**src/design/sws_pkg.sv**
```systemverilog
package sws_pkg;

  localparam int SAMPLE_W   = 16;
  localparam int SUM_W      = 32;
  localparam int SQ_W       = 48;
  localparam int OUT_W      = 24;
  localparam int WORK_W     = 64;
  localparam int ROOT_W     = 32;
  localparam int REM_W      = ROOT_W + 1;
  localparam int DIV_STEPS  = WORK_W;
  localparam int SQRT_STEPS = WORK_W / 2;
  localparam int CNT_W      = 6;

  typedef struct packed {
    logic signed [SAMPLE_W-1:0] sample;
    logic                       last_sample;
  } item_t;

  typedef struct packed {
    logic signed [SAMPLE_W-1:0] max_value;
    logic signed [SAMPLE_W-1:0] min_value;
    logic signed [OUT_W-1:0]    mean_q8;
    logic        [OUT_W-1:0]    rms_q8;
  } result_t;

  // Window totals handed from the accumulator to the divide/root engine.
  typedef struct packed {
    logic signed [SAMPLE_W-1:0] max_value;
    logic signed [SAMPLE_W-1:0] min_value;
    logic        [SUM_W-1:0]    sum;
    logic        [SQ_W-1:0]     sq_sum;
  } acc_t;

endpackage

```
**src/design/sws_accum.sv**
```systemverilog
module sws_accum
  import sws_pkg::*;
(
  input  logic                       clk,
  input  logic                       rst,
  input  logic                       en,
  input  logic signed [SAMPLE_W-1:0] sample,
  input  logic                       last_sample,
  output acc_t                       totals
);

  logic signed [SAMPLE_W-1:0] running_max;
  logic signed [SAMPLE_W-1:0] running_min;
  logic        [SUM_W-1:0]    running_sum;
  logic        [SQ_W-1:0]     running_square_sum;
  logic                       window_empty;

  logic signed [2*SAMPLE_W-1:0] square;

  always_comb begin
    square = sample * sample;
    if (window_empty) begin
      totals.max_value = sample;
      totals.min_value = sample;
    end else begin
      totals.max_value = (sample > running_max) ? sample : running_max;
      totals.min_value = (sample < running_min) ? sample : running_min;
    end
    totals.sum    = running_sum + SUM_W'(sample);
    totals.sq_sum = running_square_sum + SQ_W'($unsigned(square));
  end

  // Fold the sample in; on the closing sample hand off and clear.
  always_ff @(posedge clk) begin
    if (rst || (en && last_sample)) begin
      running_max        <= '0;
      running_min        <= '0;
      running_sum        <= '0;
      running_square_sum <= '0;
      window_empty       <= 1'b1;
    end else if (en) begin
      running_max        <= totals.max_value;
      running_min        <= totals.min_value;
      running_sum        <= totals.sum;
      running_square_sum <= totals.sq_sum;
      window_empty       <= 1'b0;
    end
  end

endmodule

```
**src/design/sws_sub.sv**
```systemverilog
module sws_sub #(
  parameter int W = 35
) (
  input  logic [W-1:0] a,
  input  logic [W-1:0] b,
  output logic [W-1:0] diff,
  output logic         ge
);

  logic [W:0] full;

  always_comb begin
    full = {1'b0, a} - {1'b0, b};
    diff = full[W-1:0];
    ge   = ~full[W];
  end

endmodule

```
**src/design/sws_engine.sv**
```systemverilog
module sws_engine
  import sws_pkg::*;
#(
  parameter int SPB = 60
) (
  input  logic           clk,
  input  logic           rst,
  input  logic           start,
  input  acc_t           totals,
  input  logic [7:0]     block_count,
  input  logic           slot_free,
  output logic           idle,
  output logic           done,
  output result_t        res
);

  localparam int DIV_W = $clog2(255 * SPB + 1);
  localparam int AW    = (DIV_W + 1 > REM_W + 2) ? DIV_W + 1 : REM_W + 2;
  localparam logic [DIV_W-1:0] SPB_C = DIV_W'(SPB);

  localparam logic [2:0] S_IDLE     = 3'd0;
  localparam logic [2:0] S_SETUP    = 3'd1;
  localparam logic [2:0] S_DIV_RMS  = 3'd2;
  localparam logic [2:0] S_SQRT     = 3'd3;
  localparam logic [2:0] S_DIV_MEAN = 3'd4;
  localparam logic [2:0] S_FINISH   = 3'd5;

  localparam logic [OUT_W-1:0] MEAN_POS_LIM = {1'b0, {(OUT_W-1){1'b1}}};
  localparam logic [OUT_W-1:0] MEAN_NEG_LIM = {1'b1, {(OUT_W-1){1'b0}}};

  logic [2:0]        state;
  logic [CNT_W-1:0]  cnt;
  logic [DIV_W-1:0]  divisor;
  logic [WORK_W-1:0] work;
  logic [REM_W-1:0]  rem;
  logic [ROOT_W-1:0] root;
  acc_t              win;
  logic [OUT_W-1:0]  rms;
  logic [OUT_W-1:0]  mean;

  logic [7:0]        bc_eff;
  logic [AW-1:0]     op_a;
  logic [AW-1:0]     op_b;
  logic [AW-1:0]     diff;
  logic              ge;
  logic [WORK_W-1:0] quot_next;
  logic [ROOT_W-1:0] root_next;
  logic [SUM_W-1:0]  sum_mag;
  logic              sum_neg;

  sws_sub #(.W(AW)) u_sub (
    .a    (op_a),
    .b    (op_b),
    .diff (diff),
    .ge   (ge)
  );

  always_comb begin
    bc_eff  = (block_count == 8'd0) ? 8'd1 : block_count;
    sum_neg = win.sum[SUM_W-1];
    sum_mag = sum_neg ? (~win.sum + SUM_W'(1)) : win.sum;
    if (state == S_SQRT) begin
      op_a = AW'({rem, work[WORK_W-1 -: 2]});
      op_b = AW'({root, 2'b01});
    end else begin
      op_a = AW'({rem[DIV_W-1:0], work[WORK_W-1]});
      op_b = AW'(divisor);
    end
    quot_next = {work[WORK_W-2:0], ge};
    root_next = {root[ROOT_W-2:0], ge};
  end

  always_ff @(posedge clk) begin
    if (rst) begin
      state <= S_IDLE;
      cnt   <= '0;
    end else begin
      case (state)
        S_IDLE: begin
          if (start) begin
            state <= S_SETUP;
          end
        end
        S_SETUP: begin
          state <= S_DIV_RMS;
          cnt   <= '0;
        end
        S_DIV_RMS: begin
          cnt <= cnt + CNT_W'(1);
          if (cnt == CNT_W'(DIV_STEPS - 1)) begin
            state <= S_SQRT;
            cnt   <= '0;
          end
        end
        S_SQRT: begin
          cnt <= cnt + CNT_W'(1);
          if (cnt == CNT_W'(SQRT_STEPS - 1)) begin
            state <= S_DIV_MEAN;
            cnt   <= '0;
          end
        end
        S_DIV_MEAN: begin
          cnt <= cnt + CNT_W'(1);
          if (cnt == CNT_W'(DIV_STEPS - 1)) begin
            state <= S_FINISH;
          end
        end
        S_FINISH: begin
          if (slot_free) begin
            state <= S_IDLE;
          end
        end
        default: begin
          state <= S_IDLE;
        end
      endcase
    end
  end

  always_ff @(posedge clk) begin
    case (state)
      S_IDLE: begin
        if (start) begin
          win <= totals;
        end
      end
      S_SETUP: begin
        divisor <= DIV_W'({{(DIV_W-8){1'b0}}, bc_eff} * SPB_C);
        work    <= {win.sq_sum, {(WORK_W-SQ_W){1'b0}}};
        rem     <= '0;
      end
      S_DIV_RMS: begin
        work <= quot_next;
        rem  <= REM_W'(ge ? diff[DIV_W-1:0] : op_a[DIV_W-1:0]);
        if (cnt == CNT_W'(DIV_STEPS - 1)) begin
          rem  <= '0;
          root <= '0;
        end
      end
      S_SQRT: begin
        work <= {work[WORK_W-3:0], 2'b00};
        rem  <= ge ? diff[REM_W-1:0] : op_a[REM_W-1:0];
        root <= root_next;
        if (cnt == CNT_W'(SQRT_STEPS - 1)) begin
          rms  <= (|root_next[ROOT_W-1:OUT_W]) ? {OUT_W{1'b1}} : root_next[OUT_W-1:0];
          work <= WORK_W'({sum_mag, 8'h00});
          rem  <= '0;
        end
      end
      S_DIV_MEAN: begin
        work <= quot_next;
        rem  <= REM_W'(ge ? diff[DIV_W-1:0] : op_a[DIV_W-1:0]);
        if (cnt == CNT_W'(DIV_STEPS - 1)) begin
          if (!sum_neg) begin
            mean <= (quot_next > WORK_W'(MEAN_POS_LIM)) ? MEAN_POS_LIM
                                                         : quot_next[OUT_W-1:0];
          end else begin
            mean <= (quot_next > WORK_W'(MEAN_NEG_LIM)) ? MEAN_NEG_LIM
                                                         : (~quot_next[OUT_W-1:0] + OUT_W'(1));
          end
        end
      end
      default: begin
      end
    endcase
  end

  always_comb begin
    idle          = (state == S_IDLE);
    done          = (state == S_FINISH) && slot_free;
    res.max_value = win.max_value;
    res.min_value = win.min_value;
    res.mean_q8   = $signed(mean);
    res.rms_q8    = rms;
  end

endmodule

```
**src/design/sample_window_statistics_unit.sv**
```systemverilog
// Flow: a sample without the last mark is absorbed in the cycle it transfers.
// A sample with the last mark yields its result after its transfer, through a
// setup step, 64 divide steps for the mean square, 32 root steps, 64 divide
// steps for the mean (one shared subtract/compare unit) and one output load.
// Throughput: one sample per cycle while no window close is in flight; input stalls
// in a close, longer while a result waits. Reset (rst, synchronous): block_count = 1.
module sample_window_statistics_unit
  import sws_pkg::*;
#(
  parameter int SAMPLES_PER_BLOCK = 60
) (
  input  logic       clk,
  input  logic       rst,
  input  logic       item_valid,
  output logic       item_ready,
  input  item_t      item,
  output logic       result_valid,
  input  logic       result_ready,
  output result_t    result,
  input  logic       cfg_we,
  input  logic [7:0] cfg_wdata
);

  logic [7:0] block_count;
  logic       item_xfer;
  logic       engine_idle;
  logic       engine_done;
  logic       slot_free;
  acc_t       totals;
  result_t    engine_res;

  // Configuration register: user's duty: write only with no window close in flight.
  always_ff @(posedge clk) begin
    if (rst) begin
      block_count <= 8'd1;
    end else if (cfg_we) begin
      block_count <= cfg_wdata;
    end
  end

  // Accept samples whenever the divide/root engine is free; a pending result
  // in the output register does not block accumulation of the next window.
  assign item_ready = engine_idle;
  assign item_xfer  = item_valid && item_ready;

  sws_accum u_accum (
    .clk         (clk),
    .rst         (rst),
    .en          (item_xfer),
    .sample      (item.sample),
    .last_sample (item.last_sample),
    .totals      (totals)
  );

  // The engine captures the window totals, including the closing sample,
  // in the cycle that sample transfers.
  sws_engine #(
    .SPB (SAMPLES_PER_BLOCK)
  ) u_engine (
    .clk         (clk),
    .rst         (rst),
    .start       (item_xfer && item.last_sample),
    .totals      (totals),
    .block_count (block_count),
    .slot_free   (slot_free),
    .idle        (engine_idle),
    .done        (engine_done),
    .res         (engine_res)
  );

  // Output register: load when the slot is empty or being drained this cycle.
  assign slot_free = !result_valid || result_ready;

  always_ff @(posedge clk) begin
    if (rst) begin
      result_valid <= 1'b0;
    end else if (engine_done) begin
      result_valid <= 1'b1;
    end else if (result_ready) begin
      result_valid <= 1'b0;
    end
  end

  // Hold the payload until the transfer completes.
  always_ff @(posedge clk) begin
    if (engine_done) begin
      result <= engine_res;
    end
  end

endmodule

```
**config.mk**
```make
export PLATFORM = sky130hd
export DESIGN_NAME = sample_window_statistics_unit
export DESIGN_NICKNAME = d
export VERILOG_FILES = /design/src/design/sws_pkg.sv /design/src/design/sws_accum.sv /design/src/design/sws_sub.sv /design/src/design/sws_engine.sv /design/src/design/sample_window_statistics_unit.sv
export SDC_FILE = /design/constraint.sdc
export NUM_CORES = 2
export LEC_CHECK = 0
export BUFFER_PORTS_ARGS = -buffer_cell sky130_fd_sc_hd__buf_4
export CAP_MARGIN = 15
export CORE_MARGIN = 2
export CORE_UTILIZATION = 58
export CTS_BUF_LIST = sky130_fd_sc_hd__clkbuf_16
export CTS_CLUSTER_DIAMETER = 100
export CTS_CLUSTER_SIZE = 8
export DETAILED_ROUTE_END_ITERATION = 10
export PLACE_DENSITY = 0.8
export SLEW_MARGIN = 20
export SYNTH_ARGS = -nofsm -noshare
export SYNTH_HDL_FRONTEND = slang
export SYNTH_HIERARCHICAL = 1
export SYNTH_SLANG_ARGS = --single-unit
```
**constraint.sdc**
```tcl
create_clock -name clk -period 9.6 [get_ports clk]
set_input_delay 2.4 -clock clk [delete_from_list [all_inputs] [get_ports clk]]
set_output_delay 2.4 -clock clk [all_outputs]
set_load 0.02 [all_outputs]
```
# Word level (Yosys, flattened, before mapping)
# Cells that the tools add are included.
# Widths: inputs -> output; s select.
dict set report word_totals {
  regBits 512
  input_bits 30
  out_inout_bits 82
  elab_cells 99
}
dict set report classes {
  addsub 6
  multipliers 2
  n_lt_le_gt_ge 4
  eq_ne 12
  muxes 30
  bitwise 3
  n_reduce_logical 19
}
# cell count
set ops {}
lappend ops {{$pmux 64 s3} 1}
lappend ops {{$pmux 33 s4} 1}
lappend ops {{$mux 33} 3}
lappend ops {{$mux 32} 3}
lappend ops {{$mux 24} 3}
lappend ops {{$gt 64x23->1 const B} 1}
lappend ops {{$gt 64x24->1 const B} 1}
lappend ops {{$mux 64} 1}
lappend ops {{$pmux 32 s2} 1}
lappend ops {{$add 48x32->48} 1}
lappend ops {{$sub 35x34->36} 1}
lappend ops {{$mux 35} 1}
lappend ops {{$mux 34} 1}
lappend ops {{$add 32x1->32 const B} 1}
lappend ops {{$add 32x32->32} 1}
lappend ops {{$mul 16x16->32} 1}
lappend ops {{$mux 16} 2}
lappend ops {{$not 32->32} 1}
lappend ops {{$add 24x1->24 const B} 1}
lappend ops {{$not 24->24} 1}
lappend ops {{$pmux 6 s4} 1}
lappend ops {{$pmux 3 s6} 1}
lappend ops {{$gt 16x16->1} 1}
lappend ops {{$lt 16x16->1} 1}
lappend ops {{other kinds (27)} 45}

# Logic depth before layout (Yosys ltp)
dict set report logic_depth {
  depth_word 8
  mapped_depth 37
  mapped_depth_nobuf 34
}

# Modules after synthesis
# Netlist, hierarchy kept.
# mod instances cells_each area_each_um2 seq_area_each_um2
set by_module_without_submodules {}
lappend by_module_without_submodules {sws_accum 1 2176 18228.7 2262.2}
lappend by_module_without_submodules {sws_engine 1 1265 14919.3 9218.8}
lappend by_module_without_submodules {sample_window_statistics_unit 1 112 2740.1 2582.5}
lappend by_module_without_submodules {sws_sub 1 330 2193.4 0.0}

# Worst setup path before layout
# No wires, ideal clock.
dict set report synth_timing {
  kind {input port to flip-flop}
  startpoint {in item[16] in the netlist's numbering}
  endpoint {reg u_engine/win[43] in the netlist's numbering (data pin)}
  setup_time_ns 0.266
  arrival_ns 10.098
  required_ns 9.334
  path_slack_ns -0.764
  stages 29
  n_path_buf 2
  cell_sequence {inv_1 > buf_1 > nor2_1 > fa_1 > inv_1 > fa_1 > inv_1 > fa_1 > fa_1 > fa_1 > inv_1 > fa_1 > inv_1 > ha_1 > nand3_1 > or3_1 > a21oi_1 > o21bai_1 > a31oi_1 > and2_1 > o21ai_0 > a221oi_1 > ha_1 > clkbuf_1 > and3_1 > a221o_1 > a311oi_2 > nor3_1 > xor2_1}
}
# item line
set synth_lines {}
lappend synth_lines {{start, declared} sample_window_statistics_unit.sv:16} ;# input item_t item,
lappend synth_lines {{end signal, assigned} sws_engine.sv:124} ;# win <= totals;
lappend synth_lines {{end, declared} sws_engine.sv:37} ;# acc_t win;

==> impl_metrics.csv <==
group,metric,value,unit
run_status,status,"finished, final reports clean",
routing,routed_wl,92.7,mm
routing,num_vias,29600,
synth,syn_inst,3863,
sta,final_hold_viol_count,0,
sta,max-slew-margin-rel,25.8,%
placement,dp_cells,4894,
placement,placed_cell_area,0.0413,sq mm
setup_path,critPathRequiredTime,9970,ps
clock_network,cts_sinks,512,
clock_network,clkTransAtPathRegs,50,ps
layout,nets,4633,
setup_path,critPathKind,"in -> reg",
clock_network,cts_tree,"done",
routing,drt-pass1-iter-count,8,
clock_network,htree_levels,3,
routing,ant_nets,0,
setup_path,cp.arrival,9720,ps
global_route,antenna_found_initial,2,
global_route,grt_pass1_vias,29200,
synth,syn_area,0.0380,sq mm
sta,finalCriticalPeriod,9350,ps
clock_network,clock_latency,650,ps
sta,worstMarginPinSlew,1110,ps
setup_path,rr_worst_depth,22,
floorplan,io-pin-count,112,
layout,instances_no_fill,5034,
floorplan,rows,93,
clock_network,clk_root_buffer_cell,"clkbuf_16",
floorplan,start_util,58.8,%
floorplan,coreArea,0.0646,sq mm
setup_path,crit_slowest_cell,"fa_1",
worst_hold_path,min_path_cells,0,
global_route,grt_max_degree,91,
global_route,grt_usage,27.4,%
layout,final_common_cell,"inv_1",
routing,drc,0,
synth,yosysWarnings,6,
sta,setup_violations,0,
setup_path,cp-end-kind,"flop",
sta,drv_slew,0,
clock_network,clockBufferDepth,3,
routing,drt_iter0_drc,2888,
placement,dp_hpwl,66.9,mm
clock_network,postCtsHoldBufs,0,
sta,finClkSkew,39.0,ps
job,cap_violations,0,
setup_path,start_kind,"primary input",
synth,syn_area_per_cell,9.83,sq um
layout,final_area,0.0437,sq mm
clock_network,cts_buffers,74,
placement,port_buffers,111,
clock_network,cts_resized,0,
global_route,gr-total-overflow,0,
worst_hold_path,hold_path_class,"reg -> reg",
global_route,grt_pass1_wl,149,mm
layout,mostFrequentLayoutCells,"inv_1 (529), buf_4 (383), edfxtp_1 (381)",
setup_path,cpMostUsedCell,"fa_1",
clock_network,postCtsSetupRepairBufs,0,
sta,fmax,107,MHz
layout,area_growth,15.0,%
layout,layout-drive-gt1-share,15.1,%
setup_path,slowest_delay,570,ps
sta,final.period_utilization,97.4,%
floorplan,dieArea,0.0675,sq mm
setup_path,cp_max_fo,9,
routing,routedWlPerCell,18.4,um
routing,viasPerCell,5.89,
placement,place_congestion,0.954,
floorplan,die_h,260,um
floorplan,die_width,260,um
[per-layer routing]
metal  global-route usage, %  wire [um]
met4                    9.29       2390
met3                    4.42       7170
met1                    36.8      38100
met2                    45.2      45100
met5                       0          0
[cell type report]
cell class | count | area (sq um)
Clock buffer | 74 | 1850
Fill cell | 4742 | 20900
Tap cell | 855 | 1070
Antenna cell | 1 | 2.50
Clock inverter | 63 | 417
Sequential cell | 512 | 14100
Timing Repair Buffer | 387 | 2950
Multi-Input combinational cell | 2654 | 21500
Inverter | 488 | 1840
[worst max-delay path: cells and delay by family]
kind            cells  cell delay [ps]
compound gates      4             1080
xor+xnor            2              360
fa+ha+maj           8             3870
buf+inv             8              900
simple gates        8             1110
[registers in the layout, summed over array words and instances, names as in the netlist]
register	flops
result_valid	1
u_engine/root	32
u_engine/sum_neg	1
result	80
u_engine/divisor	12
u_accum/running_square_sum	48
u_accum/window_empty	1
u_engine/win	79
u_engine/rem	33
u_accum/running_min	16
u_accum/running_max	16
block_count	8
u_engine/res	32
u_accum/running_sum	32
u_engine/cnt	6
u_engine/work	64
u_engine/rms	24
u_engine/mean	24
u_engine/state	3
[worst paths after layout]
check / start / end / slack, ps
max: item[16] / u_engine/win[39] / 250
min: u_engine/rms[10] / result[10] / 410
min reg2reg: u_engine/rms[10] / result[10] / 410
max reg2reg: u_engine/state[2] / u_engine/mean[19] / 2800
[through the flow]
stage / TNS, ps / utilization (%) / setup slack, ps / hold WS (ps)
finish: 0 / 67.6 / 251 / 411
global route: -147 / 67.6 / -39.6 / 417
CTS: 0 / 67.4 / 176 / 411
detailed placement: -10530 / 63.9 / -444 / 405
global placement: -4150 / 63.9 / -218 / 401
floorplan: -30.5 / - / -13.8 / 400
Power is not shown: default switching activity piles up to over one toggle a cycle in this logic, so the estimate is an artifact.
